$ cat config.mk
export PLATFORM = sky130hd
export DESIGN_NAME = clipped_dda_line_rasterizer
export DESIGN_NICKNAME = d
export VERILOG_FILES = /design/src/design/cdda_pkg.sv /design/src/design/cdda_front.sv /design/src/design/cdda_queue.sv /design/src/design/cdda_root.sv /design/src/design/cdda_div.sv /design/src/design/cdda_back.sv /design/src/design/clipped_dda_line_rasterizer.sv
export SDC_FILE = /design/constraint.sdc
export NUM_CORES = 2
export LEC_CHECK = 0
export BUFFER_PORTS_ARGS = -buffer_cell sky130_fd_sc_hd__buf_2
export CORE_ASPECT_RATIO = 0.75
export CORE_MARGIN = 2
export CORE_UTILIZATION = 35
export CTS_BUF_LIST = sky130_fd_sc_hd__clkbuf_4 sky130_fd_sc_hd__clkbuf_8
export DETAILED_ROUTE_END_ITERATION = 10
export SLEW_MARGIN = 5
export SYNTH_ARGS = -nofsm -noshare
export SYNTH_HDL_FRONTEND = slang
export SYNTH_SLANG_ARGS = --single-unit
$ cat constraint.sdc
create_clock -name clk -period 10.2 [get_ports clk]
set_input_delay 3.06 -clock clk [delete_from_list [all_inputs] [get_ports clk]]
set_output_delay 3.06 -clock clk [all_outputs]
set_load 0.01 [all_outputs]
$ cat src/design/cdda_pkg.sv
`timescale 1ns / 1ps
// Shared widths, command and result types for the clipped DDA line rasterizer.
package cdda_pkg;

	localparam int COORD_W     = 16;  // input coordinate
	localparam int DELTA_W     = 17;  // end - begin
	localparam int MAG_W       = 16;  // |delta|, at most 65535
	localparam int SQ_W        = 32;  // |delta|^2
	localparam int SUM_W       = 33;  // dx^2 + dy^2, odd so the top root bit sits at an even place
	localparam int FRAC_W      = 16;  // fraction bits of the Q18.16 position and Q2.16 increment
	localparam int POS_W       = 34;  // Q18.16 position
	localparam int STEP_W      = 18;  // Q2.16 increment
	localparam int COUNT_W     = 17;  // step count, also the root width
	localparam int COLOR_W     = 32;
	localparam int PIX_W       = 10;
	localparam int QUEUE_DEPTH = 2;

	localparam int IN_DATA_W   = 4 * COORD_W + COLOR_W;
	localparam int OUT_PAD_W   = 4;
	localparam int OUT_DATA_W  = 2 * PIX_W + COLOR_W + OUT_PAD_W;
	localparam int OUT_USER_W  = 2;

	typedef enum logic [1:0] {
		CMD_STEP,
		CMD_START,
		CMD_START_NULL
	} cmd_kind_t;

	typedef struct packed {
		cmd_kind_t                   kind;
		logic signed [COORD_W-1:0]   begin_x;
		logic signed [COORD_W-1:0]   begin_y;
		logic signed [DELTA_W-1:0]   delta_x;
		logic signed [DELTA_W-1:0]   delta_y;
		logic        [COLOR_W-1:0]   color;
	} cdda_cmd_t;

	typedef struct packed {
		logic [PIX_W-1:0]   x;
		logic [PIX_W-1:0]   y;
		logic [COLOR_W-1:0] color;
		logic               write;
		logic               last;
		logic               busy;
	} pix_res_t;

endpackage

$ cat src/design/cdda_front.sv
`timescale 1ns / 1ps
// Front end: unpacks input beats, forms deltas and classifies them into commands.
module cdda_front (
	input  logic                               s_axis_tvalid,
	output logic                               s_axis_tready,
	input  logic [cdda_pkg::IN_DATA_W-1:0]     s_axis_tdata,
	input  logic                               s_axis_tuser,
	input  logic                               queue_full,
	output logic                               push,
	output cdda_pkg::cdda_cmd_t                cmd
);
	import cdda_pkg::*;

	logic signed [COORD_W-1:0] bx, by, ex, ey;
	logic signed [DELTA_W-1:0] dx, dy;

	assign bx = s_axis_tdata[0*COORD_W +: COORD_W];
	assign by = s_axis_tdata[1*COORD_W +: COORD_W];
	assign ex = s_axis_tdata[2*COORD_W +: COORD_W];
	assign ey = s_axis_tdata[3*COORD_W +: COORD_W];

	assign dx = DELTA_W'(ex) - DELTA_W'(bx);
	assign dy = DELTA_W'(ey) - DELTA_W'(by);

	always_comb begin
		cmd.begin_x = bx;
		cmd.begin_y = by;
		cmd.delta_x = dx;
		cmd.delta_y = dy;
		cmd.color   = s_axis_tdata[4*COORD_W +: COLOR_W];
		if (s_axis_tuser) begin
			cmd.kind = CMD_STEP;
		end else if (dx == '0 && dy == '0) begin
			cmd.kind = CMD_START_NULL;
		end else begin
			cmd.kind = CMD_START;
		end
	end

	assign s_axis_tready = !queue_full;
	assign push          = s_axis_tvalid && !queue_full;

endmodule

$ cat src/design/cdda_queue.sv
`timescale 1ns / 1ps
// Short command queue between the front end and the back end.
module cdda_queue (
	input  logic                  clk,
	input  logic                  arst_n,
	input  logic                  push,
	input  cdda_pkg::cdda_cmd_t   cmd_in,
	output logic                  full,
	input  logic                  pop,
	output logic                  head_valid,
	output cdda_pkg::cdda_cmd_t   head
);
	import cdda_pkg::*;

	localparam int PTR_W = (QUEUE_DEPTH > 1) ? $clog2(QUEUE_DEPTH) : 1;
	localparam int CNT_W = $clog2(QUEUE_DEPTH + 1);

	cdda_cmd_t         mem_q [QUEUE_DEPTH];
	logic [PTR_W-1:0]  wr_ptr_q, rd_ptr_q;
	logic [CNT_W-1:0]  count_q;

	function automatic logic [PTR_W-1:0] ptr_next(input logic [PTR_W-1:0] p);
		if (p == PTR_W'(QUEUE_DEPTH - 1)) begin
			return '0;
		end
		return p + PTR_W'(1);
	endfunction

	assign full       = (count_q == CNT_W'(QUEUE_DEPTH));
	assign head_valid = (count_q != '0);
	assign head       = mem_q[rd_ptr_q];

	always_ff @(posedge clk) begin
		if (push) begin
			mem_q[wr_ptr_q] <= cmd_in;
		end
	end

	always_ff @(posedge clk or negedge arst_n) begin
		if (!arst_n) begin
			wr_ptr_q <= '0;
			rd_ptr_q <= '0;
			count_q  <= '0;
		end else begin
			if (push) begin
				wr_ptr_q <= ptr_next(wr_ptr_q);
			end
			if (pop) begin
				rd_ptr_q <= ptr_next(rd_ptr_q);
			end
			case ({push, pop})
				2'b10:   count_q <= count_q + CNT_W'(1);
				2'b01:   count_q <= count_q - CNT_W'(1);
				default: count_q <= count_q;
			endcase
		end
	end

endmodule

$ cat src/design/cdda_root.sv
`timescale 1ns / 1ps
// Bit-serial integer square root, one result bit per cycle.
module cdda_root (
	input  logic                            clk,
	input  logic                            arst_n,
	input  logic                            start,
	input  logic [cdda_pkg::SUM_W-1:0]      value,
	output logic                            done,
	output logic [cdda_pkg::COUNT_W-1:0]    root
);
	import cdda_pkg::*;

	logic [SUM_W-1:0] v_q, res_q, bit_q;
	logic             done_q;
	logic [SUM_W:0]   trial;
	logic             take;

	assign trial = {1'b0, res_q} + {1'b0, bit_q};
	assign take  = ({1'b0, v_q} >= trial);

	always_ff @(posedge clk) begin
		if (start) begin
			v_q   <= value;
			res_q <= '0;
		end else if (bit_q != '0) begin
			if (take) begin
				v_q   <= v_q - trial[SUM_W-1:0];
				res_q <= (res_q >> 1) + bit_q;
			end else begin
				res_q <= res_q >> 1;
			end
		end
	end

	always_ff @(posedge clk or negedge arst_n) begin
		if (!arst_n) begin
			bit_q  <= '0;
			done_q <= 1'b0;
		end else begin
			// last iteration runs with the lowest bit
			done_q <= !start && bit_q[0];
			if (start) begin
				bit_q <= {1'b1, {(SUM_W-1){1'b0}}};
			end else if (bit_q != '0) begin
				bit_q <= bit_q >> 2;
			end
		end
	end

	assign done = done_q;
	assign root = res_q[COUNT_W-1:0];

endmodule

$ cat src/design/cdda_div.sv
`timescale 1ns / 1ps
// Restoring divider for delta * 2^16 / n, one fraction bit per cycle, |delta| <= n.
module cdda_div (
	input  logic                                clk,
	input  logic                                arst_n,
	input  logic                                start,
	input  logic signed [cdda_pkg::DELTA_W-1:0] delta,
	input  logic [cdda_pkg::COUNT_W-1:0]        divisor,
	output logic                                done,
	output logic signed [cdda_pkg::STEP_W-1:0]  quotient
);
	import cdda_pkg::*;

	localparam int QUOT_W = FRAC_W + 1;
	localparam int CNT_W  = $clog2(FRAC_W + 1);

	logic [COUNT_W-1:0] dvs_q, rem_q;
	logic [QUOT_W-1:0]  quot_q;
	logic               neg_q;
	logic [CNT_W-1:0]   cnt_q;
	logic               done_q;

	logic [DELTA_W-1:0] mag;
	logic               hi;
	logic [COUNT_W:0]   shifted;
	logic               ge;
	logic [STEP_W-1:0]  uquot;

	assign mag     = delta[DELTA_W-1] ? DELTA_W'(-delta) : DELTA_W'(delta);
	assign hi      = (mag >= divisor);
	assign shifted = {rem_q, 1'b0};
	assign ge      = (shifted >= {1'b0, dvs_q});

	always_ff @(posedge clk) begin
		if (start) begin
			dvs_q  <= divisor;
			neg_q  <= delta[DELTA_W-1];
			rem_q  <= hi ? (mag - divisor) : mag;
			quot_q <= {{(QUOT_W-1){1'b0}}, hi};
		end else if (cnt_q != '0) begin
			rem_q  <= ge ? COUNT_W'(shifted - {1'b0, dvs_q}) : shifted[COUNT_W-1:0];
			quot_q <= {quot_q[QUOT_W-2:0], ge};
		end
	end

	always_ff @(posedge clk or negedge arst_n) begin
		if (!arst_n) begin
			cnt_q  <= '0;
			done_q <= 1'b0;
		end else begin
			done_q <= !start && (cnt_q == CNT_W'(1));
			if (start) begin
				cnt_q <= CNT_W'(FRAC_W);
			end else if (cnt_q != '0) begin
				cnt_q <= cnt_q - CNT_W'(1);
			end
		end
	end

	assign uquot    = {1'b0, quot_q};
	assign quotient = neg_q ? STEP_W'(-uquot) : uquot;
	assign done     = done_q;

endmodule

$ cat src/design/cdda_back.sv
`timescale 1ns / 1ps
// Back end: segment setup sequencer, DDA stepper, clip test and output register.
module cdda_back #(
	parameter int SCREEN_WIDTH  = 1024,
	parameter int SCREEN_HEIGHT = 1024
) (
	input  logic                  clk,
	input  logic                  arst_n,
	input  logic                  head_valid,
	input  cdda_pkg::cdda_cmd_t   head,
	output logic                  pop,
	output logic                  out_valid,
	input  logic                  out_ready,
	output cdda_pkg::pix_res_t    out_res
);
	import cdda_pkg::*;

	typedef enum logic [2:0] {
		IDLE_ST,
		SQUARE_ST,
		SUM_ST,
		ROOT_ST,
		DIVIDE_ST,
		FINISH_ST
	} state_t;

	localparam logic signed [POS_W-1:0] CLIP_LO   = POS_W'(1 << FRAC_W);
	localparam logic signed [POS_W-1:0] CLIP_X_HI = POS_W'((SCREEN_WIDTH - 1) << FRAC_W);
	localparam logic signed [POS_W-1:0] CLIP_Y_HI = POS_W'((SCREEN_HEIGHT - 1) << FRAC_W);

	state_t                    state_q;
	logic                      out_valid_q;
	pix_res_t                  out_q;
	logic signed [POS_W-1:0]   pos_x_q, pos_y_q;
	logic signed [STEP_W-1:0]  step_x_q, step_y_q;
	logic [COUNT_W-1:0]        steps_left_q;
	logic [COLOR_W-1:0]        color_q;
	logic signed [DELTA_W-1:0] dx_q, dy_q;
	logic [SQ_W-1:0]           sqx_q, sqy_q;

	logic                      out_free;
	logic                      out_load;
	logic [MAG_W-1:0]          mag_x, mag_y;
	logic [SUM_W-1:0]          sum;
	logic                      root_done, div_start, div_done_x, div_done_y;
	logic [COUNT_W-1:0]        root_n;
	logic signed [STEP_W-1:0]  quot_x, quot_y;
	logic                      in_win;
	pix_res_t                  step_res, start_res, null_res, idle_res;
	logic signed [POS_W-1:0]   head_pos_x, head_pos_y;
	logic                      steps_load;

	assign out_free  = !out_valid_q || out_ready;
	assign pop       = (state_q == IDLE_ST) && head_valid && out_free;
	assign div_start = (state_q == ROOT_ST) && root_done;

	// a start beat's result waits until setup is done
	assign out_load  = (pop && head.kind != CMD_START) || (state_q == FINISH_ST && out_free);

	assign mag_x = dx_q[DELTA_W-1] ? MAG_W'(-dx_q) : MAG_W'(dx_q);
	assign mag_y = dy_q[DELTA_W-1] ? MAG_W'(-dy_q) : MAG_W'(dy_q);
	assign sum   = SUM_W'(sqx_q) + SUM_W'(sqy_q);

	assign head_pos_x = {{(POS_W-COORD_W-FRAC_W){head.begin_x[COORD_W-1]}},
	                     head.begin_x, {FRAC_W{1'b0}}};
	assign head_pos_y = {{(POS_W-COORD_W-FRAC_W){head.begin_y[COORD_W-1]}},
	                     head.begin_y, {FRAC_W{1'b0}}};

	assign in_win = (pos_x_q > CLIP_LO) && (pos_x_q < CLIP_X_HI)
	             && (pos_y_q > CLIP_LO) && (pos_y_q < CLIP_Y_HI);

	always_comb begin
		idle_res = '0;

		step_res       = '0;
		step_res.write = in_win;
		if (in_win) begin
			step_res.x     = pos_x_q[FRAC_W +: PIX_W];
			step_res.y     = pos_y_q[FRAC_W +: PIX_W];
			step_res.color = color_q;
		end
		step_res.last = (steps_left_q == COUNT_W'(1));
		step_res.busy = (steps_left_q != COUNT_W'(1));

		null_res      = '0;
		null_res.last = 1'b1;

		start_res      = '0;
		start_res.busy = 1'b1;
	end

	// Start-of-segment loads count; anything else may only count down by one.
	assign steps_load = (state_q == FINISH_ST && out_free)
	                 || (pop && head.kind == CMD_START_NULL);

	cdda_root u_root (
		.clk    (clk),
		.arst_n (arst_n),
		.start  (state_q == SUM_ST),
		.value  (sum),
		.done   (root_done),
		.root   (root_n)
	);

	cdda_div u_div_x (
		.clk      (clk),
		.arst_n   (arst_n),
		.start    (div_start),
		.delta    (dx_q),
		.divisor  (root_n),
		.done     (div_done_x),
		.quotient (quot_x)
	);

	cdda_div u_div_y (
		.clk      (clk),
		.arst_n   (arst_n),
		.start    (div_start),
		.delta    (dy_q),
		.divisor  (root_n),
		.done     (div_done_y),
		.quotient (quot_y)
	);

	always_ff @(posedge clk or negedge arst_n) begin
		if (!arst_n) begin
			state_q      <= IDLE_ST;
			out_valid_q  <= 1'b0;
			out_q        <= '0;
			pos_x_q      <= '0;
			pos_y_q      <= '0;
			step_x_q     <= '0;
			step_y_q     <= '0;
			steps_left_q <= '0;
			color_q      <= '0;
			dx_q         <= '0;
			dy_q         <= '0;
			sqx_q        <= '0;
			sqy_q        <= '0;
		end else begin
			if (out_load) begin
				out_valid_q <= 1'b1;
			end else if (out_ready) begin
				out_valid_q <= 1'b0;
			end
			unique case (state_q)
				IDLE_ST: begin
					if (pop) begin
						unique case (head.kind)
							CMD_STEP: begin
								if (steps_left_q != '0) begin
									out_q        <= step_res;
									pos_x_q      <= pos_x_q + POS_W'(step_x_q);
									pos_y_q      <= pos_y_q + POS_W'(step_y_q);
									steps_left_q <= steps_left_q - COUNT_W'(1);
								end else begin
									out_q <= idle_res;
								end
							end
							CMD_START_NULL: begin
								out_q        <= null_res;
								pos_x_q      <= head_pos_x;
								pos_y_q      <= head_pos_y;
								color_q      <= head.color;
								step_x_q     <= '0;
								step_y_q     <= '0;
								steps_left_q <= '0;
							end
							CMD_START: begin
								// result waits until setup is done
								pos_x_q     <= head_pos_x;
								pos_y_q     <= head_pos_y;
								color_q     <= head.color;
								dx_q        <= head.delta_x;
								dy_q        <= head.delta_y;
								state_q     <= SQUARE_ST;
							end
							default: begin
								out_q <= idle_res;
							end
						endcase
					end
				end
				SQUARE_ST: begin
					sqx_q   <= SQ_W'(mag_x) * SQ_W'(mag_x);
					sqy_q   <= SQ_W'(mag_y) * SQ_W'(mag_y);
					state_q <= SUM_ST;
				end
				SUM_ST: begin
					state_q <= ROOT_ST;
				end
				ROOT_ST: begin
					if (root_done) begin
						state_q <= DIVIDE_ST;
					end
				end
				DIVIDE_ST: begin
					if (div_done_x) begin
						state_q <= FINISH_ST;
					end
				end
				FINISH_ST: begin
					if (out_free) begin
						out_q        <= start_res;
						step_x_q     <= quot_x;
						step_y_q     <= quot_y;
						steps_left_q <= root_n;
						state_q      <= IDLE_ST;
					end
				end
				default: begin
					state_q <= IDLE_ST;
				end
			endcase
		end
	end

	assign out_valid = out_valid_q;
	assign out_res   = out_q;

	a_root_done_in_root: assert property (@(posedge clk) disable iff (!arst_n)
		root_done |-> state_q == ROOT_ST)
		else $error("root finished outside root phase");

	a_div_lockstep: assert property (@(posedge clk) disable iff (!arst_n)
		div_done_x == div_done_y)
		else $error("axis dividers out of step");

	a_count_down: assert property (@(posedge clk) disable iff (!arst_n)
		!steps_load |=> (steps_left_q == $past(steps_left_q))
			|| (steps_left_q == $past(steps_left_q) - COUNT_W'(1)))
		else $error("step count jumped without a segment load");

	a_write_flags: assert property (@(posedge clk) disable iff (!arst_n)
		out_valid_q && out_q.write |-> (out_q.last != out_q.busy))
		else $error("written pixel has inconsistent last/busy");

	a_no_pop_in_setup: assert property (@(posedge clk) disable iff (!arst_n)
		state_q != IDLE_ST |-> !pop)
		else $error("queue popped during segment setup");

endmodule

$ cat src/design/clipped_dda_line_rasterizer.sv
`timescale 1ns / 1ps
// Top level of the clipped DDA line rasterizer: front end, command queue, back end.
// Step beat: result goes through the queue to the output register, one pixel per cycle sustained
// while m_axis_tready is high. Start beat: the output register is loaded after the square,
//   sum, bit-serial square root and restoring divide (both axes in parallel) steps.
// The front end keeps taking beats into a 2-entry queue, until it is full, while the back end works.
// Reset (arst_n low, asynchronous): queue empty, no segment active, position,
//   increments, count and color cleared, no result pending.
module clipped_dda_line_rasterizer #(
	parameter int SCREEN_WIDTH  = 1024,
	parameter int SCREEN_HEIGHT = 1024
) (
	input  logic                                clk,
	input  logic                                arst_n,
	// input beats
	input  logic                                s_axis_tvalid,
	output logic                                s_axis_tready,
	// begin_x, begin_y, end_x, end_y (16 bits each, signed), line_color (32)
	input  logic [cdda_pkg::IN_DATA_W-1:0]      s_axis_tdata,
	// op: 0 = start segment, 1 = step one pixel
	input  logic                                s_axis_tuser,
	// result beats
	output logic                                m_axis_tvalid,
	input  logic                                m_axis_tready,
	// pixel_x (10), pixel_y (10), pixel_color (32), 4 zero bits
	output logic [cdda_pkg::OUT_DATA_W-1:0]     m_axis_tdata,
	// pixel_write, busy_res
	output logic [cdda_pkg::OUT_USER_W-1:0]     m_axis_tuser,
	// last pixel of a segment, or start of a zero-length one
	output logic                                m_axis_tlast
);
	import cdda_pkg::*;

	logic       queue_full, push, pop, head_valid;
	cdda_cmd_t  cmd, head;
	pix_res_t   res;

	// Front end: classify each beat as step, start, or zero-length start,
	// and precompute the segment deltas.
	cdda_front u_front (
		.s_axis_tvalid (s_axis_tvalid),
		.s_axis_tready (s_axis_tready),
		.s_axis_tdata  (s_axis_tdata),
		.s_axis_tuser  (s_axis_tuser),
		.queue_full    (queue_full),
		.push          (push),
		.cmd           (cmd)
	);

	// Decouples input flow from the long segment setup in the back end.
	cdda_queue u_queue (
		.clk        (clk),
		.arst_n     (arst_n),
		.push       (push),
		.cmd_in     (cmd),
		.full       (queue_full),
		.pop        (pop),
		.head_valid (head_valid),
		.head       (head)
	);

	// Back end: step count = isqrt(dx^2 + dy^2), per-axis Q2.16 increments,
	// then one clipped pixel per step beat from the output register.
	cdda_back #(
		.SCREEN_WIDTH  (SCREEN_WIDTH),
		.SCREEN_HEIGHT (SCREEN_HEIGHT)
	) u_back (
		.clk        (clk),
		.arst_n     (arst_n),
		.head_valid (head_valid),
		.head       (head),
		.pop        (pop),
		.out_valid  (m_axis_tvalid),
		.out_ready  (m_axis_tready),
		.out_res    (res)
	);

	assign m_axis_tdata = {{OUT_PAD_W{1'b0}}, res.color, res.y, res.x};
	assign m_axis_tuser = {res.busy, res.write};
	assign m_axis_tlast = res.last;

endmodule
==> results.json <==
{
  "status": "finished, final reports clean",
  "criticalPathCategory": "reg2reg",
  "period_needed_ns": 8.740,
  "clkPwrFrac_pct": 44.0,
  "critPathSlowestCell": "xor2_1",
  "hold_depth": 2,
  "start_kind": "flop",
  "clk_latency_ns": 0.90,
  "rsz0062_at_grt": "no",
  "yosysSeqAreaShare_pct": 33.89,
  "hpwlAfterDp_um": 117500,
  "final_cell_mix": "669 x nand2_1, 623 x inv_1, 474 x ha_1, 442 x nor2_1, 431 x o21ai_0",
  "endpoint_kind": "flop",
  "routabilityCongestion": 0.9027,
  "syn_area_mm2": 0.05454,
  "grt_pass1_vias": 41700,
  "worst_pin_slew_ns": 1.180,
  "initial_core_util_pct": 35.22,
  "wl_per_cell_um": 19.11,
  "skew_ns": 0.08712,
  "cpLargestDelayFamily": "adder cells",
  "dr.pass1.iters": 7,
  "postCtsSetupBuffers": 0,
  "synth_cell_types": 99,
  "critPathArrivalTime_ns": 9.56,
  "layout.cells.most_common": "nand2_1",
  "cts.sinks": 694,
  "finalSetupViolations": 0,
  "coreArea_mm2": 0.1548,
  "cts_inserted_buffers": 117,
  "p_leak_nw": 28.70,
  "pwr-share-seq_pct": 48.5,
  "cts-hold-fix-buffers": 0,
  "synth_flop_cell": "dfrtp_1",
  "r2r_cells": 29,
  "timing.rr.end": "u_back.sqy_q[28]",
  "grt_max_degree": 126,
  "hold_viol": 0,
  "place_inst": 7839,
  "cp_slowest_stage_delay_ns": 0.70,
  "cts_resized": 0,
  "die_y_um": 345.9,
  "p_sw_w": 0.001696,
  "relSlewSlack_pct": 20.70,
  "ir_drop_uv": 121.0,
  "min_from": "u_back.color_q[16]",
  "cts_root_buf": "clkbuf_8",
  "maxSlewViolCount": 0,
  "grt_antenna_before_repair": 26,
  "regToRegSetupSlack_ns": 1.46,
  "fin_crit_sh_pct": 85.68,
  "ys_ff_latch": 694,
  "cts_tree": "done",
  "htree_levels": 3,
  "crit_top_cell": "fa_1",
  "routed_wl_um": 154100,
  "place.port_buffers": 157,
  "path_clk_slew_ns": 0.07,
  "grt_overflow": 0,
  "p_sw_share_pct": 25.76,
  "fillCellCount": 15350,
  "routed-via-count": 42500,
  "crit_required_ns": 11.02,
  "nNetsFinal": 6835,
  "synth_cells": 5789,
  "synth_edf_count": 288,
  "dieArea_mm2": 0.1590,
  "drv_cap": 0,
  "grt_first_pass_wirelength_um": 242000,
  "ant_nets": 0,
  "synth-async-reset-ratio_pct": 49.14,
  "synth.avg_cell_area_um2": 9.421,
  "pwr-share-comb_pct": 7.5,
  "dieWidth_um": 459.8,
  "cts.path.max_buffers": 3,
  "drive_above_1_share_pct": 8.839,
  "first_iter_violations": 3661,
  "syn_to_final_growth_pct": 10.68,
  "pin_count": 162,
  "p_int_w": 0.004888,
  "drcViolationCount": 0,
  "hold_path_end": "u_back.color_q[16]",
  "vias_per_cell": 5.269,
  "critical_path_buf_inv_count": 4,
  "synth_warnings": 0,
  "critPathMaxFanout": 10,
  "fin_hold_ws_ns": 0.4806,
  "core.rowCount": 125,
  "final_cells": 8067,
  "power_density_mw_per_mm2": 109.1,
  "crit-reg2reg-launch": "u_back.dy_q[3]",
  "tns_ns": 0,
  "p_total_w": 0.006584,
  "track_usage_pct": 19.29,
  "hold_class": "reg2reg",
  "fmax_mhz": 114.4
}
[worst max path at each step]
stage,start,to,slack (ns),depth (start not counted)
3_3_place_gp,u_back.dx_q[3],u_back.sqx_q[29],1.59,28
3_5_place_dp,u_back.dy_q[3],u_back.sqy_q[28],1.51,29
6_report,u_back.dy_q[3],u_back.sqy_q[28],1.46,29
5_1_grt,u_back.dy_q[3],u_back.sqy_q[28],0.70,29
2_1_floorplan,u_back.dx_q[0],u_back.sqx_q[30],2.16,33
4_1_cts,u_back.dy_q[3],u_back.sqy_q[28],1.52,29
[state kept, by name, indices dropped and copies added, names as in the netlist, 18 cells and up]
register,cells
u_back.u_root.res_q,33
u_back.pos_x_q,34
u_queue.mem_q,200
u_back.u_root.v_q,33
u_back.step_x_q,18
u_back.out_res,55
u_back.color_q,32
u_back.sqy_q,31
u_back.step_y_q,18
u_back.pos_y_q,34
u_back.sqx_q,31
[worst reg2reg max path: cells and delay by family, from the launching register on]
family	cells	cell delay, ns
compound gates	11	2.19
flops	1	0.43
buf+inv	4	0.72
fa+ha+maj	7	3.26
xor+xnor	1	0.70
simple gates	6	1.43
[Yosys cell counts, types with 25 or more instances]
master	n	area share, %
o21a_1	54	0.74
dfxtp_1	65	2.4
a31oi_1	42	0.48
clkbuf_1	160	1.1
nor4_1	35	0.40
nand2b_1	49	0.56
nand3_1	59	0.54
mux2i_1	110	2.0
nor2_1	443	3.0
nor2b_1	42	0.48
and2_1	26	0.30
xnor2_1	185	3.0
o21ai_0	432	4.0
fa_1	333	12
and3_1	27	0.31
edfxtp_1	288	16
o21bai_1	41	0.56
nand4_1	35	0.40
xor2_1	156	2.5
or3_1	32	0.37
a22o_1	56	0.90
ha_1	475	11
a21o_1	127	1.7
o31ai_1	38	0.52
a211oi_1	73	1.0
dfrtp_1	341	16
mux2_2	25	0.52
a21oi_1	330	3.0
nand2_1	671	4.6
inv_1	624	4.3
nor3_1	81	0.74
[per-layer routing]
layer	share of wire, %	global-route usage [%]	vias up
li1	-	-	20280
met1	50	29.53	20650
met2	40	26.94	1280
met3	7.9	4.543	259
met4	2.1	4.719	32
met5	0.13	0	-
[power by group through the flow]
stage	sequential [W]	clock [W]	combinational (W)
finish	0.00319	0.00290	0.000496
global route	0.00321	0.00309	0.000554
detailed placement	0.00325	0	0.000508
CTS	0.00319	0.00299	0.000510
floorplan	0.00326	0	0.000285
global placement	0.00324	0	0.000504
[area by class of cell]
cell class / instances / area [um2] / share of cell area (%)
clock inverters: 50 / 570.5 / 0.9452
clock buffers: 173 / 2150 / 3.561
inverters: 641 / 2407 / 3.988
diodes: 5 / 12.51 / 0.02073
flip-flops and latches: 694 / 18490 / 30.63
well taps: 2032 / 2542 / 4.212
multi-input cells: 4260 / 32960 / 54.60
repair buffers: 212 / 1234 / 2.044
[kinds of logic after synthesis]
family                     synth area share [%]
and+or+nand+nor                           12.66
AOI/OAI and AO/OA                         16.42
buffers and inverters                     5.859
adders and majority gates                 23.12
DFF                                       33.89
xor gates and xnor gates                  5.506
muxes                                     2.535
other                                  0.006876
[metrics by stage]
stage	worst slack (ns)	util, %	cell area (um2)
global placement	1.592	37.22	57630
CTS	1.523	38.98	60350
floorplan	2.159	-	54550
global route	0.7025	38.98	60360
detailed placement	1.513	37.22	57630
finish	1.460	38.99	60360
No activity file was read; power rests on OpenSTA's default activity.
